`src/rtl/slr_pkg.sv`:
```
`timescale 1ns / 1ps

package slr_pkg;

    localparam int CFG_W     = 13;
    localparam int CFG_IDX_W = 1;

    localparam logic [CFG_IDX_W-1:0] REG_FRAMES_IN  = 1'b0;
    localparam logic [CFG_IDX_W-1:0] REG_FRAMES_OUT = 1'b1;

    localparam logic [CFG_W-1:0] FRAMES_IN_RST  = 13'd441;
    localparam logic [CFG_W-1:0] FRAMES_OUT_RST = 13'd480;

    localparam int RUN_LIMIT = 64;
    localparam int RUN_W     = $clog2(RUN_LIMIT + 1);

    typedef enum logic [3:0] {
        CTL_IDLE,
        CTL_MUL,
        CTL_IDX,
        CTL_IDX_WAIT,
        CTL_TEST,
        CTL_NEXT,
        CTL_WORK,
        CTL_EMIT,
        CTL_FINISH
    } t_ctl_state;

    typedef enum logic [1:0] {
        LANE_IDLE,
        LANE_SUM,
        LANE_DIV_START,
        LANE_DIV
    } t_lane_state;

endpackage

```
`src/rtl/slr_frame_if.sv`:
```
`timescale 1ns / 1ps

interface slr_frame_if #(
    parameter int SAMPLE_BITS = 16
);
    logic                          valid;
    logic                          ready;
    logic signed [SAMPLE_BITS-1:0] in_ch0;
    logic signed [SAMPLE_BITS-1:0] in_ch1;

    modport source (output valid, output in_ch0, output in_ch1, input ready);
    modport sink (input valid, input in_ch0, input in_ch1, output ready);
endinterface

```
`src/rtl/slr_result_if.sv`:
```
`timescale 1ns / 1ps

interface slr_result_if #(
    parameter int SAMPLE_BITS = 16
);
    logic                          valid;
    logic                          ready;
    logic signed [SAMPLE_BITS-1:0] out_ch0;
    logic signed [SAMPLE_BITS-1:0] out_ch1;
    logic                          last_of_run;

    modport source (output valid, output out_ch0, output out_ch1, output last_of_run,
                    input ready);
    modport sink (input valid, input out_ch0, input out_ch1, input last_of_run,
                  output ready);
endinterface

```
`src/rtl/slr_div.sv`:
```
`timescale 1ns / 1ps

module slr_div
    import slr_pkg::*;
#(
    parameter int N_W = 26,
    parameter int D_W = 13
) (
    input  logic           i_clk,
    input  logic           i_rst_n,
    input  logic           i_start,
    input  logic [N_W-1:0] i_num,
    input  logic [D_W-1:0] i_den,
    output logic           o_done,
    output logic [N_W-1:0] o_quo,
    output logic [D_W-1:0] o_rem
);

    localparam int CNT_W = $clog2(N_W + 1);

    logic [N_W-1:0]   r_quo, n_quo;
    logic [D_W-1:0]   r_rem, n_rem;
    logic [D_W-1:0]   r_den;
    logic [CNT_W-1:0] r_cnt, n_cnt;
    logic             r_done, n_done;
    logic [D_W:0]     trial;
    logic             fits;

    always_comb begin
        trial  = {r_rem, r_quo[N_W-1]};
        fits   = (trial >= {1'b0, r_den});
        n_quo  = r_quo;
        n_rem  = r_rem;
        n_cnt  = r_cnt;
        n_done = 1'b0;
        if (i_start) begin
            n_quo = i_num;
            n_rem = '0;
            n_cnt = CNT_W'(N_W);
        end else if (r_cnt != '0) begin
            n_quo  = {r_quo[N_W-2:0], fits};
            n_rem  = fits ? D_W'(trial - {1'b0, r_den}) : trial[D_W-1:0];
            n_cnt  = r_cnt - 1'b1;
            n_done = (r_cnt == CNT_W'(1));
        end
    end

    always_ff @(posedge i_clk) begin
        if (!i_rst_n) begin
            r_cnt  <= '0;
            r_done <= 1'b0;
        end else begin
            r_cnt  <= n_cnt;
            r_done <= n_done;
        end
    end

    always_ff @(posedge i_clk) begin
        r_quo <= n_quo;
        r_rem <= n_rem;
        if (i_start) begin
            r_den <= i_den;
        end
    end

    assign o_done = r_done;
    assign o_quo  = r_quo;
    assign o_rem  = r_rem;

endmodule

```
`src/rtl/slr_lane.sv`:
```
`timescale 1ns / 1ps

module slr_lane
    import slr_pkg::*;
#(
    parameter int SAMPLE_BITS = 16,
    parameter int CNT_W       = 13
) (
    input  logic                          i_clk,
    input  logic                          i_rst_n,
    input  logic                          i_start,
    input  logic signed [SAMPLE_BITS-1:0] i_prev,
    input  logic signed [SAMPLE_BITS-1:0] i_cur,
    input  logic        [CNT_W-1:0]       i_w,
    input  logic        [CNT_W-1:0]       i_r,
    input  logic        [CNT_W-1:0]       i_fo,
    output logic                          o_done,
    output logic signed [SAMPLE_BITS-1:0] o_res
);

    localparam int PROD_W = SAMPLE_BITS + CNT_W + 1;
    localparam int SUM_W  = PROD_W + 1;
    localparam int MAG_W  = SAMPLE_BITS + CNT_W;

    t_lane_state r_state, n_state;

    logic signed [PROD_W-1:0]      r_prod_a, r_prod_b;
    logic signed [SUM_W-1:0]       r_num;
    logic signed [SUM_W-1:0]       num_abs;
    logic        [CNT_W-1:0]       r_fo;
    logic                          r_neg;
    logic        [SAMPLE_BITS-1:0] r_res;
    logic        [SAMPLE_BITS-1:0] q_mag;
    logic                          r_done, n_done;
    logic                          div_start;
    logic                          div_done;
    logic        [MAG_W-1:0]       div_quo;
    logic        [CNT_W-1:0]       div_rem;
    logic                          unused_div_rem;

    always_comb begin
        n_state   = r_state;
        n_done    = 1'b0;
        div_start = 1'b0;
        unique case (r_state)
            LANE_IDLE: begin
                if (i_start) begin
                    n_state = LANE_SUM;
                end
            end
            LANE_SUM: begin
                n_state = LANE_DIV_START;
            end
            LANE_DIV_START: begin
                div_start = 1'b1;
                n_state   = LANE_DIV;
            end
            LANE_DIV: begin
                if (div_done) begin
                    n_done  = 1'b1;
                    n_state = LANE_IDLE;
                end
            end
        endcase
    end

    always_ff @(posedge i_clk) begin
        if (!i_rst_n) begin
            r_state <= LANE_IDLE;
            r_done  <= 1'b0;
        end else begin
            r_state <= n_state;
            r_done  <= n_done;
        end
    end

    assign num_abs = r_num[SUM_W-1] ? -r_num : r_num;
    assign q_mag   = div_quo[SAMPLE_BITS-1:0];

    always_ff @(posedge i_clk) begin
        if (i_start && (r_state == LANE_IDLE)) begin
            r_prod_a <= PROD_W'(i_prev) * PROD_W'($signed({1'b0, i_w}));
            r_prod_b <= PROD_W'(i_cur) * PROD_W'($signed({1'b0, i_r}));
            r_fo     <= i_fo;
        end
        if (r_state == LANE_SUM) begin
            r_num <= SUM_W'(r_prod_a) + SUM_W'(r_prod_b);
        end
        if (r_state == LANE_DIV_START) begin
            r_neg <= r_num[SUM_W-1];
        end
        if (div_done) begin
            r_res <= r_neg ? (~q_mag + 1'b1) : q_mag;
        end
    end

    slr_div #(
        .N_W (MAG_W),
        .D_W (CNT_W)
    ) u_div (
        .i_clk   (i_clk),
        .i_rst_n (i_rst_n),
        .i_start (div_start),
        .i_num   (num_abs[MAG_W-1:0]),
        .i_den   (r_fo),
        .o_done  (div_done),
        .o_quo   (div_quo),
        .o_rem   (div_rem)
    );

    assign unused_div_rem = ^div_rem;

    assign o_done = r_done;
    assign o_res  = $signed(r_res);

endmodule

```
`src/rtl/stereo_linear_resampler.sv`:
```
`timescale 1ns / 1ps

// Stereo linear resampler. Input words carry one stereo frame (in_ch0, in_ch1)
// on the i_frame channel; output words carry one interpolated frame and a
// last_of_run flag on the o_result channel. Both channels use valid/ready.
// Block sizes frames_in and frames_out are set through the write port
// (index 0 and 1); the user must write them only while no frame is in
// flight, as the block itself does not enforce it; zero acts as one.
// One frame is processed at a time and i_frame.ready is high only when idle.
// A frame first divides its output position by frames_out in a bit-serial
// divider with a 2*CNT_W-bit numerator. Each output then runs both channel
// lanes, each a multiply, an add and a bit-serial divide of a
// SAMPLE_BITS+CNT_W-bit magnitude, while the position of the next output is
// divided in parallel. A frame with no output due returns the block to idle.
// At most 64 outputs follow one frame, the last one flagged. A stalled
// receiver holds the output register and the block waits for it without
// losing a word. Reset restores 441 and 480, clears the previous frame to
// zero and restarts the block.

module stereo_linear_resampler
    import slr_pkg::*;
#(
    parameter int MAX_BLOCK_FRAMES = 4096,
    parameter int SAMPLE_BITS      = 16
) (
    input  logic                 i_clk,
    input  logic                 i_rst_n,
    slr_frame_if.sink            i_frame,
    slr_result_if.source         o_result,
    input  logic                 i_cfg_we,
    input  logic [CFG_IDX_W-1:0] i_cfg_idx,
    input  logic [CFG_W-1:0]     i_cfg_data
);

    localparam int CNT_W = ($clog2(MAX_BLOCK_FRAMES + 1) < CFG_W) ?
                           $clog2(MAX_BLOCK_FRAMES + 1) : CFG_W;
    localparam int P_W   = 2 * CNT_W;

    function automatic logic [CNT_W-1:0] eff_count(input logic [CFG_W-1:0] v);
        logic [CNT_W-1:0] res;
        if (v == '0) begin
            res = CNT_W'(1);
        end else if (32'(v) > 32'(MAX_BLOCK_FRAMES)) begin
            res = CNT_W'(MAX_BLOCK_FRAMES);
        end else begin
            res = v[CNT_W-1:0];
        end
        return res;
    endfunction

    t_ctl_state r_state, n_state;

    logic [CFG_W-1:0]              r_frames_in, r_frames_out;
    logic [CNT_W-1:0]              fi, fo;
    logic signed [SAMPLE_BITS-1:0] r_cur0, r_cur1, r_prev0, r_prev1;
    logic [CNT_W-1:0]              r_frame_idx, r_out_idx;
    logic [RUN_W-1:0]              r_run;
    logic [P_W-1:0]                r_p;
    logic [P_W-1:0]                r_k;
    logic [CNT_W-1:0]              r_r;
    logic                          r_lane_done, r_idx_done;
    logic                          r_out_valid, r_out_last;
    logic signed [SAMPLE_BITS-1:0] r_out_ch0, r_out_ch1;

    logic                          frame_ready;
    logic                          accept;
    logic                          idx_start, lane_start, load;
    logic                          due, next_due;
    logic                          out_free;
    logic [CNT_W-1:0]              mul_idx;
    logic [CNT_W-1:0]              lane_w;
    logic [CNT_W:0]                out_idx_inc, frame_idx_inc;
    logic                          idx_done;
    logic [P_W-1:0]                idx_quo;
    logic [CNT_W-1:0]              idx_rem;
    logic                          lane0_done, lane1_done;
    logic signed [SAMPLE_BITS-1:0] lane0_res, lane1_res;

    assign fi = eff_count(r_frames_in);
    assign fo = eff_count(r_frames_out);

    assign out_idx_inc   = {1'b0, r_out_idx} + 1'b1;
    assign frame_idx_inc = {1'b0, r_frame_idx} + 1'b1;
    assign lane_w        = fo - r_r;
    assign mul_idx       = (r_state == CTL_TEST) ? out_idx_inc[CNT_W-1:0] : r_out_idx;
    assign out_free      = !r_out_valid || o_result.ready;
    assign accept        = frame_ready && i_frame.valid;

    assign due      = (r_run < RUN_W'(RUN_LIMIT)) && (r_out_idx < fo) &&
                      (r_k <= P_W'(r_frame_idx));
    assign next_due = ((r_run + 1'b1) < RUN_W'(RUN_LIMIT)) &&
                      (out_idx_inc < {1'b0, fo}) && (r_k <= P_W'(r_frame_idx));

    always_comb begin
        n_state     = r_state;
        frame_ready = 1'b0;
        idx_start   = 1'b0;
        lane_start  = 1'b0;
        load        = 1'b0;
        unique case (r_state)
            CTL_IDLE: begin
                frame_ready = 1'b1;
                if (i_frame.valid) begin
                    n_state = CTL_MUL;
                end
            end
            CTL_MUL: begin
                n_state = CTL_IDX;
            end
            CTL_IDX: begin
                idx_start = 1'b1;
                n_state   = CTL_IDX_WAIT;
            end
            CTL_IDX_WAIT: begin
                if (idx_done) begin
                    n_state = CTL_TEST;
                end
            end
            CTL_TEST: begin
                if (due) begin
                    lane_start = 1'b1;
                    n_state    = CTL_NEXT;
                end else begin
                    n_state = CTL_FINISH;
                end
            end
            CTL_NEXT: begin
                idx_start = 1'b1;
                n_state   = CTL_WORK;
            end
            CTL_WORK: begin
                if (r_lane_done && r_idx_done) begin
                    n_state = CTL_EMIT;
                end
            end
            CTL_EMIT: begin
                if (out_free) begin
                    load    = 1'b1;
                    n_state = CTL_TEST;
                end
            end
            CTL_FINISH: begin
                n_state = CTL_IDLE;
            end
            default: begin
                n_state = CTL_IDLE;
            end
        endcase
    end

    always_ff @(posedge i_clk) begin
        if (!i_rst_n) begin
            r_state      <= CTL_IDLE;
            r_frames_in  <= FRAMES_IN_RST;
            r_frames_out <= FRAMES_OUT_RST;
            r_prev0      <= '0;
            r_prev1      <= '0;
            r_frame_idx  <= '0;
            r_out_idx    <= '0;
            r_run        <= '0;
            r_lane_done  <= 1'b0;
            r_idx_done   <= 1'b0;
            r_out_valid  <= 1'b0;
        end else begin
            r_state <= n_state;
            if (i_cfg_we) begin
                if (i_cfg_idx == REG_FRAMES_IN) begin
                    r_frames_in <= i_cfg_data;
                end else begin
                    r_frames_out <= i_cfg_data;
                end
            end
            if (accept) begin
                r_run <= '0;
            end else if (load) begin
                r_run     <= r_run + 1'b1;
                r_out_idx <= out_idx_inc[CNT_W-1:0];
            end else if (r_state == CTL_FINISH) begin
                r_prev0 <= r_cur0;
                r_prev1 <= r_cur1;
                if (frame_idx_inc >= {1'b0, fi}) begin
                    r_frame_idx <= '0;
                    r_out_idx   <= '0;
                end else begin
                    r_frame_idx <= frame_idx_inc[CNT_W-1:0];
                end
            end
            if (lane_start) begin
                r_lane_done <= 1'b0;
                r_idx_done  <= 1'b0;
            end else begin
                if (lane0_done) begin
                    r_lane_done <= 1'b1;
                end
                if (idx_done) begin
                    r_idx_done <= 1'b1;
                end
            end
            if (load) begin
                r_out_valid <= 1'b1;
            end else if (o_result.ready) begin
                r_out_valid <= 1'b0;
            end
        end
    end

    always_ff @(posedge i_clk) begin
        if (accept) begin
            r_cur0 <= i_frame.in_ch0;
            r_cur1 <= i_frame.in_ch1;
        end
        if ((r_state == CTL_MUL) || (r_state == CTL_TEST)) begin
            r_p <= P_W'(mul_idx) * P_W'(fi);
        end
        if (idx_done) begin
            r_k <= idx_quo;
            r_r <= idx_rem;
        end
        if (load) begin
            r_out_ch0  <= lane0_res;
            r_out_ch1  <= lane1_res;
            r_out_last <= !next_due;
        end
    end

    slr_div #(
        .N_W (P_W),
        .D_W (CNT_W)
    ) u_index_div (
        .i_clk   (i_clk),
        .i_rst_n (i_rst_n),
        .i_start (idx_start),
        .i_num   (r_p),
        .i_den   (fo),
        .o_done  (idx_done),
        .o_quo   (idx_quo),
        .o_rem   (idx_rem)
    );

    slr_lane #(
        .SAMPLE_BITS (SAMPLE_BITS),
        .CNT_W       (CNT_W)
    ) u_lane0 (
        .i_clk   (i_clk),
        .i_rst_n (i_rst_n),
        .i_start (lane_start),
        .i_prev  (r_prev0),
        .i_cur   (r_cur0),
        .i_w     (lane_w),
        .i_r     (r_r),
        .i_fo    (fo),
        .o_done  (lane0_done),
        .o_res   (lane0_res)
    );

    slr_lane #(
        .SAMPLE_BITS (SAMPLE_BITS),
        .CNT_W       (CNT_W)
    ) u_lane1 (
        .i_clk   (i_clk),
        .i_rst_n (i_rst_n),
        .i_start (lane_start),
        .i_prev  (r_prev1),
        .i_cur   (r_cur1),
        .i_w     (lane_w),
        .i_r     (r_r),
        .i_fo    (fo),
        .o_done  (lane1_done),
        .o_res   (lane1_res)
    );

    // Both lanes run in lockstep; the second one's done pulse is redundant.
    logic unused_lane1_done;
    assign unused_lane1_done = lane1_done;

    assign i_frame.ready        = frame_ready;
    assign o_result.valid       = r_out_valid;
    assign o_result.out_ch0     = r_out_ch0;
    assign o_result.out_ch1     = r_out_ch1;
    assign o_result.last_of_run = r_out_last;

endmodule
```
`src/flat_wrapper.sv`:
```
// flat-port wrapper written by rule: the top's interface ports become plain ports
module stereo_linear_resampler_flat import slr_pkg::*;
#(
    parameter int MAX_BLOCK_FRAMES = 4096,
    parameter int SAMPLE_BITS      = 16
)
  (i_clk, i_rst_n, i_cfg_we, i_cfg_idx, i_cfg_data, i_frame_valid, i_frame_in_ch0, i_frame_in_ch1, i_frame_ready, o_result_valid, o_result_out_ch0, o_result_out_ch1, o_result_last_of_run, o_result_ready);
  slr_frame_if #(.SAMPLE_BITS(SAMPLE_BITS)) i_frame_i ();
  slr_result_if #(.SAMPLE_BITS(SAMPLE_BITS)) o_result_i ();
  input  logic i_clk;
  input  logic i_rst_n;
  input  logic i_cfg_we;
  input  logic [CFG_IDX_W-1:0] i_cfg_idx;
  input  logic [CFG_W-1:0] i_cfg_data;
  input wire logic [$bits(i_frame_i.valid)-1:0] i_frame_valid;
  input wire logic [$bits(i_frame_i.in_ch0)-1:0] i_frame_in_ch0;
  input wire logic [$bits(i_frame_i.in_ch1)-1:0] i_frame_in_ch1;
  output wire logic [$bits(i_frame_i.ready)-1:0] i_frame_ready;
  output wire logic [$bits(o_result_i.valid)-1:0] o_result_valid;
  output wire logic [$bits(o_result_i.out_ch0)-1:0] o_result_out_ch0;
  output wire logic [$bits(o_result_i.out_ch1)-1:0] o_result_out_ch1;
  output wire logic [$bits(o_result_i.last_of_run)-1:0] o_result_last_of_run;
  input wire logic [$bits(o_result_i.ready)-1:0] o_result_ready;
  assign i_frame_i.valid = i_frame_valid;
  assign i_frame_i.in_ch0 = i_frame_in_ch0;
  assign i_frame_i.in_ch1 = i_frame_in_ch1;
  assign i_frame_ready = i_frame_i.ready;
  assign o_result_valid = o_result_i.valid;
  assign o_result_out_ch0 = o_result_i.out_ch0;
  assign o_result_out_ch1 = o_result_i.out_ch1;
  assign o_result_last_of_run = o_result_i.last_of_run;
  assign o_result_i.ready = o_result_ready;
  stereo_linear_resampler #(.MAX_BLOCK_FRAMES(MAX_BLOCK_FRAMES), .SAMPLE_BITS(SAMPLE_BITS)) u_core (.i_clk(i_clk), .i_rst_n(i_rst_n), .i_frame(i_frame_i), .o_result(o_result_i), .i_cfg_we(i_cfg_we), .i_cfg_idx(i_cfg_idx), .i_cfg_data(i_cfg_data));
endmodule
```
`config.mk`:
```
export PLATFORM = sky130hd
export DESIGN_NAME = stereo_linear_resampler_flat
export DESIGN_NICKNAME = d
export VERILOG_FILES = /design/src/rtl/slr_pkg.sv /design/src/rtl/slr_frame_if.sv /design/src/rtl/slr_result_if.sv /design/src/rtl/slr_div.sv /design/src/rtl/slr_lane.sv /design/src/rtl/stereo_linear_resampler.sv /design/src/flat_wrapper.sv
export SDC_FILE = /design/constraint.sdc
export NUM_CORES = 2
export LEC_CHECK = 0
export BUFFER_PORTS_ARGS = -buffer_cell sky130_fd_sc_hd__buf_2
export CORE_ASPECT_RATIO = 0.7
export CORE_UTILIZATION = 30
export CTS_CLUSTER_DIAMETER = 120
export DETAILED_ROUTE_END_ITERATION = 10
export HOLD_SLACK_MARGIN = 0.12
export PLACE_DENSITY = 0.42
export SYNTH_ARGS = -nofsm -noshare
export SYNTH_HDL_FRONTEND = slang
export SYNTH_SLANG_ARGS = --single-unit
```
`constraint.sdc`:
```
create_clock -name i_clk -period 11.9 [get_ports i_clk]
set_input_delay 1.785 -clock i_clk [delete_from_list [all_inputs] [get_ports i_clk]]
set_output_delay 1.785 -clock i_clk [all_outputs]
set_load 0.005 [all_outputs]
```
### Word-level counts from Yosys, hierarchy flattened

Index checks and enable logic that the tools add are counted.

* bits in registers: 655
* input port bits: 51
* output and inout bits: 35
* word-level logic and storage cells: 211

* $add $sub $neg: 16
* multiply operators: 5
* $lt $le $gt $ge: 11
* equal/unequal tests: 25
* muxes and demuxes: 50
* bitwise operators: 9
* reduce and logical (&&, ||, !) cells: 43

Operator list (count)
* two-way mux 29 bit: 6
* two-way mux 13 bit: 12
* multiplier 16 x 14 -> 30 bit: 4
* adder 30 x 30 -> 31 bit: 2
* negator 29 bit: 2
* greater-or-equal comparator 14 x 13 -> 1 bit: 4
* two-way mux 26 bit: 2
* subtractor 13 bit: 4
* adder 16 x 1 -> 16 bit (second input constant): 2
* two-way mux 16 bit: 2
* inverter 16 bit: 2
* one-hot mux 4 bit (8 select lines): 1
* two-way mux 5 bit: 6
* adder 13 x 1 -> 14 bit (second input constant): 2
* greater-than comparator 13 bit (second input constant): 2
* less-or-equal comparator 26 x 13 -> 1 bit: 1
* zero test 13 bit: 2
* multiplier 13 x 13 -> 26 bit: 1
* two-way mux 4 bit: 5
* equality test 4 x 3 -> 1 bit (second input constant): 4
* one-hot mux 2 bit (4 select lines): 2
* equality test 5 x 1 -> 1 bit (second input constant): 3
* nonzero test 5 bit: 3
* subtractor 5 x 1 -> 5 bit (second input constant): 3
* other kinds (25): 82

### Logic depth before layout (Yosys ltp)

* depth after elaboration: 10
* depth in mapped cells: 38
* mapped depth without buffers: 37

### By module

From an unflattened synthesis, not the netlist that was laid out.

* cell total of the unflattened synthesis: 7065
* area total of the unflattened synthesis: 69748.1 um^2

By module, submodules not included
* slr_lane at u_core.u_lane1: instances 1, cells an instance 2289, area each 22192.5 um^2, sequential area each 3663.5 um^2
* slr_lane at u_core.u_lane0: instances 1, cells an instance 2257, area each 22003.6 um^2, sequential area each 3663.5 um^2
* stereo_linear_resampler: instances 1, cells an instance 1689, area each 16096.7 um^2, sequential area each 5865.6 um^2
* slr_div at u_core.u_lane0.u_div ...: instances 2, cells an instance 274, area each 3150.5 um^2, sequential area each 1641.6 um^2
* slr_div at u_core.u_index_div: instances 1, cells an instance 282, area each 3154.3 um^2, sequential area each 1551.5 um^2

### Worst setup path after synthesis

OpenSTA, ideal clock, no wires.

* path kind: reg2reg
* start: register u_core.r_frames_out[4]
* end: register u_core.u_lane0.r_prod_a[29], data pin
* arrival time: 7.856 ns
* setup slack: 3.784 ns
* cell stages (with the launch flop): 38
* buffers on the path: 1
* period minus slack after synthesis: 8.116 ns
* path through: dfxtp_1 -> nor4_1 -> a31oi_1 -> nor2_1 -> inv_1 -> ha_1 -> fa_1 -> o21ai_1 -> a31oi_1 -> o21ai_1 -> a21o_1 -> a21oi_1 -> o21bai_1 -> a21oi_1 -> xnor2_1 -> clkbuf_1 -> nor2b_1 -> ha_1 -> [2 not listed] -> inv_1 -> fa_1 -> fa_1 -> fa_1 -> inv_1 -> fa_1 -> inv_1 -> ha_1 -> a21o_1 -> a21oi_1 -> o21ai_0 -> o31ai_1 -> o41ai_1 -> o41ai_1 -> o21a_1 -> o21bai_1 -> a21oi_1 -> xnor2_1

* word-level cells in the longest chain between the ends: 5
* elaborated cells between the ends (all ways): 6
* those cells by class: add/sub: 1; mul: 1; order compare: 1; mux: 2; reduce/logical: 1

RTL lines
* start: declaration: RTL line stereo_linear_resampler.sv:53 `logic [CFG_W-1:0] r_frames_in, r_frames_out;`
* start signal: assignment: RTL line stereo_linear_resampler.sv:170 `r_frames_out <= i_cfg_data;`
* greater-than comparator 13 bit: RTL line stereo_linear_resampler.sv:43 `end else if (32'(v) > 32'(MAX_BLOCK_FRAMES)) begin`
* two-way mux 13 bit: RTL line stereo_linear_resampler.sv:43
* two-way mux 13 bit (*): RTL line stereo_linear_resampler.sv:41 `if (v == '0) begin`
* via u_core.fo[0]: RTL line stereo_linear_resampler.sv:54 `logic [CNT_W-1:0] fi, fo;`
* subtractor 13 bit (*): RTL line stereo_linear_resampler.sv:84 `assign lane_w = fo - r_r;`
* multiplier 16 x 14 -> 30 bit (*): RTL line slr_lane.sv:82 `r_prod_a <= PROD_W'(i_prev) * PROD_W'($signed({1'b0, i_w}));`
* end signal: assignment: RTL line slr_lane.sv:82
* end: declaration: RTL line slr_lane.sv:27 `logic signed [PROD_W-1:0] r_prod_a, r_prod_b;`

Mark *: on every way through the listed nets, which the timed path passes. The rest lies on a longest branch.
A chain may end at the register's enable or synchronous reset.

### Final worst setup path

* start: register u_core.r_frames_out[12]
* end: register u_core.u_lane1.r_prod_a[28], data pin

* word-level cells in the longest chain between the ends: 5
* elaborated cells between the ends (all ways): 6
* those cells by class: add/sub: 1; mul: 1; order compare: 1; mux: 2; reduce/logical: 1

RTL lines (RTL line)
* greater-than comparator 13 bit: stereo_linear_resampler.sv:43
* two-way mux 13 bit: stereo_linear_resampler.sv:43
* two-way mux 13 bit (*): stereo_linear_resampler.sv:41
* via u_core.fo[1]: stereo_linear_resampler.sv:54
* subtractor 13 bit (*): stereo_linear_resampler.sv:84
* multiplier 16 x 14 -> 30 bit (*): slr_lane.sv:82
* end signal: assignment: slr_lane.sv:82
* end: declaration: slr_lane.sv:27

Marks and branches as above.

==> results.yml <==
clocking:
  clock_sinks: 653
  holdBufCountCts: 0
  cts_buffers: 82
  cts_setup_buffers: 0
  cts_resized: 0
  clk_path_buf_depth: 3
  cts_tree: "yes"
  clock_latency_ps: 730
  htreeDepth: 3
  clockRootBuffer: "clkbuf_16"
  path_clk_slew_ps: 60
outcome:
  status: "finished, final reports clean"
logic_synthesis:
  synth_area_sq_mm: 0.0676
  synthXorXnorAreaFrac: 0.0487
  synth_top_area_share: 0.277
  synth_simple_gate_area_frac: 0.137
  synth_cell_types: 94
  synthAdderAreaFrac: 0.380
  synth_edf_count: 493
  syn_area_per_cell_sq_um: 10.0
  yosysTopAreaCell: "fa_1"
  ys.flop_type: "edfxtp_1"
  netlist_instances: 6764
  synthMuxAreaShare: 0.0102
  async_flop_share: 0
  yosysSeqAreaShare: 0.266
  synth_compound_area_frac: 0.0781
  synthTopCellsByArea: "fa_1 28%, edfxtp_1 22%, ha_1 10%, inv_1 6.6%, nand2_1 4.8%"
  yosysWarnings: 0
  synth_top_family_by_area: "adder cells"
  synth_seq_cells: 653
  syn_nets: 8305
placed_design:
  dp_hpwl_mm: 145
  gp_congestion: 0.831
  portBuffers: 85
layout:
  area_growth_pct: 10.2
  fin_nets: 8304
  drive_above_1_share: 0.0581
  fin_util: 0.333
timing:
  final_hold_viol_count: 0
  fmax_mhz: 105
  worstMarginPinSlew_ps: 1230
  tns_ps: 0
  setup_viol: 0
  clock-skew-final_ps: 73.5
  relSlewSlack: 0.177
  fin_crit_sh: 0.803
  slew_viol_final: 0
  finalWorstPathRequiredPeriod_ps: 9550
  rsz0062_at_grt: "false"
routing:
  wire_per_inst_um: 18.9
  vias: 45500
  totalWireLength_mm: 186
  drtIter0Drc: 2966
  drc: 0
  first_pass_iters: 5
  ant_nets: 0
  via_per_inst: 4.62
setup_path:
  reg2regPathDepth: 34
  critPathRequiredTime_ps: 12350
  r2r_slack_ps: 2350
  slowest_stage: "dfxtp_1"
  start_kind: "register"
  startpoint: "u_core.r_frames_out[12]"
  endpoint: "u_core.u_lane1.r_prod_a[28]"
  timing.rr.start: "u_core.r_frames_out[12]"
  end_kind: "register"
  path_class: "register to register"
  reg2reg_to: "u_core.u_lane1.r_prod_a[28]"
  cp.arrival_ps: 10000
  slowest_delay_ps: 530
  path_max_fanout: 32
floorplan:
  die_w_um: 569
  initial_core_util: 0.303
  dieArea_sq_mm: 0.227
  pin_count: 86
  rows: 145
  core_area_sq_mm: 0.224
  die_h_um: 399
global_route:
  grt_overflow: 0
  antenna_found_initial: 11
  grt_pass1_wl_mm: 293
  grt_max_degree: 86
  track_usage: 0.168
  grt_pass1_vias: 47200
pwr:
  powerDensity_mw_per_mm2: 233
  ir_worst_vdd_mv: 0.408
  power.leakage_nw: 33.9
  finalPower_mw: 17.3
job:
  cap_violations: 0
worst_hold_path:
  hp-class: "register to register"
[critical path: cells and delay by family (launching register included)]
family	cells	cell delay (ps)
AO/OA/AOI/OAI	14	3480
buffers and inverters	6	950
adder cells (fa/ha/maj)	8	3310
AND/OR/NAND/NOR	4	760
flip-flops	1	530
XOR/XNOR	2	220
[kinds of logic (layout without fill, tap and decap cells)]
kind of cell,after synthesis,count (layout)
compound gates,810,810
xor+xnor,376,376
fa+ha+maj,1490,1490
buf+inv,1435,1499
flops,653,653
mux,66,66
other cells,0,3
simple gates,1934,1934
[worst min-delay path by stage]
stage / slack [ps] / from / depth (start not counted) / endpoint
finish: 420 / u_core.u_lane1.o_res[3] / 0 / u_core.o_result.out_ch1[3]
global route: 420 / u_core.u_lane0.o_res[4] / 0 / u_core.o_result.out_ch0[4]
CTS: 420 / u_core.u_lane1.o_res[3] / 0 / u_core.o_result.out_ch1[3]
detailed placement: 400 / u_core.u_lane1.r_fo[7] / 0 / u_core.u_lane1.u_div.r_den[7]
global placement: 400 / u_core.u_lane0.r_fo[10] / 0 / u_core.u_lane0.u_div.r_den[10]
floorplan: 400 / u_core.u_lane0.o_res[0] / 0 / u_core.o_result.out_ch0[0]
[final cells by class]
class / instances / area [sq um]
Timing Repair Buffer: 161 / 996
Inverter: 1189 / 4460
Antenna cell: 3 / 7.51
Clock buffer: 101 / 2260
Tap cell: 3013 / 3770
Multi-Input combinational cell: 4676 / 44400
Clock inverter: 48 / 636
Sequential cell: 653 / 18000
Fill cell: 23000 / 149000
[state kept, by name, summed over array words and instances, names as in the netlist, 16 cells and up]
signal,cells
u_core.u_lane1.r_prod_b,30
u_core.u_lane0.o_res,16
u_core.r_p,26
u_core.u_lane0.r_prod_a,30
u_core.u_lane1.u_div.o_quo,29
u_core.u_index_div.o_quo,26
u_core.o_result.out_ch1,16
u_core.r_prev0,16
u_core.r_cur0,16
u_core.u_lane1.o_res,16
u_core.r_k,26
u_core.u_lane1.r_num,30
u_core.u_lane0.u_div.o_quo,29
u_core.u_lane1.r_prod_a,30
u_core.u_lane0.r_prod_b,30
u_core.r_cur1,16
u_core.u_lane0.r_num,30
u_core.r_prev1,16
u_core.o_result.out_ch0,16
[metrics by stage]
stage	instance area, sq um	hold WS (ps)	worst slack (ps)	instances
finish	74500	416	2350	9844
global route	74500	424	1760	9841
CTS	74500	419	2360	9841
detailed placement	71600	405	2420	9692
global placement	71600	402	2450	9692
floorplan	67600	400	3780	6764
[where the power goes]
| part | switching [mW] | internal (mW) | leakage, nW |
|---|---|---|---|
| clock network | 1.12 | 1.57 | 1.41 |
| logic | 6.52 | 4.32 | 26.6 |
| registers | 0.335 | 3.46 | 5.89 |
[synth_stat cells (all sizes together), types with 25 or more instances]
| cell type | count |
|---|---|
| dfxtp | 160 |
| a21oi | 280 |
| o21bai | 28 |
| o21ai | 148 |
| xnor2 | 256 |
| nor2b | 123 |
| xor2 | 120 |
| fa | 935 |
| nor3 | 59 |
| mux2i | 43 |
| o31ai | 25 |
| edfxtp | 493 |
| ha | 555 |
| nand2 | 869 |
| nand2b | 70 |
| nand3 | 61 |
| clkbuf | 239 |
| and2 | 365 |
| inv | 1188 |
| a21o | 94 |
| a211oi | 47 |
| o21a | 48 |
| nor2 | 250 |
[metal layers]
layer,routed length (um),global-route usage,share of wire
met4,2890,0.0279,0.016
met2,71300,0.228,0.38
met1,105000,0.278,0.56
met5,19,0,0.00010
met3,7080,0.0218,0.038
[cells in the final DEF, fill, tap and decap left out, drive strengths merged, types with 20 or more instances in the layout]
cell	netlist	layout
a211oi	47	47
a21o	94	94
a21oi	280	280
a31oi	20	20
and2	365	365
and3	23	23
buf	7	161
clkbuf	239	101
clkinv	1	28
dfxtp	160	160
edfxtp	493	493
fa	935	935
ha	555	555
inv	1188	1196
mux2	23	23
mux2i	43	43
nand2	869	869
nand2b	70	70
nand3	61	61
nor2	250	250
nor2b	123	123
nor3	59	59
o21a	48	48
o21ai	148	148
o21bai	28	28
o31ai	25	25
or4	21	21
xnor2	256	256
xor2	120	120
No activity file was read; power rests on OpenSTA's default activity.
